**src/rtl/fsat_pkg.sv**
```systemverilog
package fsat_pkg;

  localparam int unsigned TABLE_DEPTH = 64;
  localparam int unsigned IDX_W       = (TABLE_DEPTH > 1) ? $clog2(TABLE_DEPTH) : 1;
  localparam int unsigned CNT_W       = $clog2(TABLE_DEPTH + 1);

  localparam int unsigned KEY_W   = 96;
  localparam int unsigned TIME_W  = 64;
  localparam int unsigned ENTRY_W = KEY_W + TIME_W;

  localparam int unsigned LIMIT_W = 7;
  localparam int unsigned LIVE_W  = 7;
  localparam int unsigned CMP_W   = (CNT_W > LIMIT_W) ? CNT_W : LIMIT_W;

  localparam int unsigned CFG_ADDR_W = 4;
  localparam int unsigned CFG_DATA_W = 64;

  localparam logic [LIMIT_W-1:0] LIMIT_RST = LIMIT_W'(64);

  // Register index, taken from the 8-byte-aligned address.
  localparam logic REG_LIMIT   = 1'b0;
  localparam logic REG_TIMEOUT = 1'b1;

  typedef enum logic [1:0] {
    ST_IDLE,
    ST_SCAN,
    ST_DECIDE
  } scan_state_e;

  typedef struct packed {
    logic [LIMIT_W-1:0] limit;
    logic [TIME_W-1:0]  timeout;
  } cfg_t;

  typedef struct packed {
    logic [KEY_W-1:0]  key;
    logic [TIME_W-1:0] now;
  } req_t;

  typedef struct packed {
    logic [LIVE_W-1:0] live;
    logic              decision;
  } res_t;

endpackage

```
**src/rtl/fsat_cfg.sv**
```systemverilog
module fsat_cfg (
  input  logic                               clk_i,
  input  logic                               rst_ni,
  input  logic                               psel,
  input  logic                               penable,
  input  logic                               pwrite,
  input  logic [fsat_pkg::CFG_ADDR_W-1:0]    paddr,
  input  logic [fsat_pkg::CFG_DATA_W-1:0]    pwdata,
  output logic [fsat_pkg::CFG_DATA_W-1:0]    prdata,
  output logic                               pready,
  output fsat_pkg::cfg_t                     cfg_o
);

  logic [fsat_pkg::LIMIT_W-1:0] limit_q;
  logic [fsat_pkg::TIME_W-1:0]  timeout_q;
  logic                         wr_en;
  logic                         reg_idx;

  assign pready  = 1'b1;
  assign wr_en   = psel & penable & pwrite & pready;
  assign reg_idx = paddr[3];

  always_ff @(posedge clk_i or negedge rst_ni) begin
    if (!rst_ni) begin
      limit_q   <= fsat_pkg::LIMIT_RST;
      timeout_q <= '0;
    end else if (wr_en) begin
      unique case (reg_idx)
        fsat_pkg::REG_LIMIT:   limit_q   <= pwdata[fsat_pkg::LIMIT_W-1:0];
        fsat_pkg::REG_TIMEOUT: timeout_q <= pwdata[fsat_pkg::TIME_W-1:0];
        default: ;
      endcase
    end
  end

  always_comb begin
    unique case (reg_idx)
      fsat_pkg::REG_LIMIT:   prdata = fsat_pkg::CFG_DATA_W'(limit_q);
      fsat_pkg::REG_TIMEOUT: prdata = fsat_pkg::CFG_DATA_W'(timeout_q);
      default:               prdata = '0;
    endcase
  end

  assign cfg_o.limit   = limit_q;
  assign cfg_o.timeout = timeout_q;

endmodule

```
**config.mk**
```make
export PLATFORM = sky130hd
export DESIGN_NAME = fsat_cfg
export DESIGN_NICKNAME = d
export VERILOG_FILES = /design/src/rtl/fsat_pkg.sv /design/src/rtl/fsat_cfg.sv
export SDC_FILE = /design/constraint.sdc
export NUM_CORES = 1
export LEC_CHECK = 0
export ABC_AREA = 1
export BUFFER_PORTS_ARGS = -buffer_cell sky130_fd_sc_hd__buf_2
export CAP_MARGIN = 10
export CORE_MARGIN = 2
export CORE_UTILIZATION = 35
export DETAILED_ROUTE_END_ITERATION = 6
export PLACE_DENSITY = 0.67
export SYNTH_ARGS = -nofsm -noshare
export SYNTH_HDL_FRONTEND = slang
export SYNTH_SLANG_ARGS = --single-unit
export TNS_END_PERCENT = 20
```
**constraint.sdc**
```tcl
create_clock -name clk_i -period 1.2 [get_ports clk_i]
set_input_delay 0.06 -clock clk_i [delete_from_list [all_inputs] [get_ports clk_i]]
set_output_delay 0.06 -clock clk_i [all_outputs]
set_load 0.02 [all_outputs]
```
==> results.cfg <==
[route]
num_vias = 3797
firstDrtPassIters = 6
dr.first_iter.drc_count = 161
drc = 0
drt_wl_total_um = 10200
vias_per_cell = 4.46
wl_per_cell_um = 12.0
antenna_left = 0

[final_layout]
layout_commonest_cell = nand2_1
final_cell_mix = nand2_1 (220), buf_2 (202), nand3_1 (71), dfrtp_1 (70), dlygate4sd3_1 (65)
diodes = 0
finish.cell_count_without_fillers = 852
nNetsFinal = 788
areaGrowthSynthToFinish_pct = 52.1
drive_gt1_frac = 0.320
final_util = 0.550

[die]
coreArea_sq_um = 9770
die_w_um = 104
ioPinCount = 209
rows = 36
die_h_um = 104
dieArea_sq_um = 10900
start_util = 0.361

[sta]
setup_viol = 1
hold-worst-slack_ps = 37.1
timing.final.crit_share = 1.00
setup_slack_ps = -1.39
final_max_slew_viol_count = 0
finClkSkew_ps = 0
fmax_mhz = 832
rsz0062_at_grt = true
finalHoldViolCount = 0
finalSetupTns_ps = -1.39
fin_crit_ps = 1200

[grt]
grt_pass1_wl_um = 16900
gr-usage-met2 = 0.346
grt_max_degree = 72
busiest_layer = met2
overflow = 0
gr-usage-met1 = 0.209
grt_pass1_vias = 3644
use_met3 = 0.0407
antenna_found_initial = 0
track_usage = 0.189

[worst_hold_path]
hold_depth = 3
min_from = paddr[3]
hp-class = in -> reg

[worst_setup_path]
startpoint = limit_q[6]
timing.rr.start = limit_q[6]
crit_path_end_kind = output pin
cp_max_fo = 3
worst-endpoint-arrival_ps = 1140
required_ps = 1140
rr_worst_depth = 2
cp-start-kind = flip-flop
crit_type = reg -> out

[logic_synthesis]
yosys.area.top_type = dfrtp_1
synthMuxAreaShare = 0
synth.distinct_cells = 14
yosys.area_share.simple = 0.350
yosys_warnings = 0
syn_area_per_cell_sq_um = 7.77
yosysSeqAreaShare = 0.503
synth-compound-area-share = 0
synth_fp_nets = 528
ys_ff_latch = 71
synth_fa_ha_area_frac = 0
synth_area_leaders = dfrtp_1 (50%), nand2_1 (23%), nand3_1 (10%), buf_6 (7.0%), inv_1 (6.1%)
synth_top_family_by_area = simple AND/OR/NAND/NOR gates
synth_top_area_frac = 0.496
mappedNetlistArea_sq_um = 3530
netlist_instances = 455
synth-xor-area-share = 0

[clock_tree]
cts-root-buf = clkbuf_8
cts_buffers = 9
cts_max_level = 3
cts_buffer_depth = 2
clkTransAtPathRegs_ps = 70
cts_tree = yes
cts.sinks = 71
clk_latency_ps = 330

[flow_run]
cap_violations = 0

[power]
p_leak_uw = 0.00349
ir_drop_uv = 615
p_per_area_nw_per_um2 = 1410

[placement]
gp_congestion = 0.741
dp_hpwl_um = 6440
dp_cells = 772
io_buffer_count = 204
preCtsSetupSlack_ps = 304

[outcome]
violations = setup timing
status = complete, but fails checks
cells in the mapped netlist:
cell / instances
nor2_8: 1
buf_2: 2
buf_6: 22
nand4_1: 1
dfstp_2: 1
nand4_4: 1
inv_1: 57
nand3_1: 71
dfrtp_1: 70
nand2_2: 1
conb_1: 1
nand2_1: 220
inv_2: 2
buf_4: 5
path summary, 6_finish.rpt:
path	to	slack, ps
min	timeout_q[0]	40
max in group asynchronous	timeout_q[8]	480
min in group asynchronous	timeout_q[45]	270
max reg2reg	limit_q[6]	480
max	prdata[6]	-1
min reg2reg	limit_q[6]	480
worst max-delay path: stages (launching register included):
cell and delay, ps:
dfstp_2 550, nand2_1 50, nand2_1 80, buf_6 120
logic make-up (layout without fill, tap and decap cells):
logic type / Yosys count / in the layout
AND/OR/NAND/NOR: 295 / 295
other: 1 / 1
flip-flops: 71 / 71
buffers and inverters: 88 / 352
cell type report:
type	count	area, sq um
fill	915	4400
inverter	59	221
multi-input combinational	296	1240
clock inverter	1	5.00
clock buffer	14	153
sequential	71	1780
timing repair buffer	278	1810
tap	133	166
flip-flops by register name (all words and copies together) (netlist names):
register and count:
limit_q 7, timeout_q 64
through the flow:
| stage | power (uW) | area, sq um |
|---|---|---|
| 2_1_floorplan | 4810 | 3530 |
| 3_3_place_gp | 5770 | 4560 |
| 3_5_place_dp | 5830 | 4560 |
| 4_1_cts | 7660 | 5370 |
| 5_1_grt | 8070 | 5370 |
| 6_report | 7570 | 5370 |
metal layers:
metal | vias to the layer above | part of all wire
met2 | 145 | 0.51
met5 | - | 0
met1 | 1754 | 0.40
met4 | 0 | 0.023
li1 | 1879 | -
met3 | 19 | 0.059
power by group:
part,total (uW),internal [uW],switching [uW]
combinational,2760,1000,1760
sequential,3210,2850,361
clock,1600,797,804
total,7570,4650,2920
repair_timing:
item	CTS	global route
hold endpoints to repair	142	0
endpoints found under the setup margin	1	1
hold buffers	65	0
resized for setup	2	0
buffers inserted	0	0
pin swaps	0	0
Note: power is estimated with default switching activity, not from simulation.
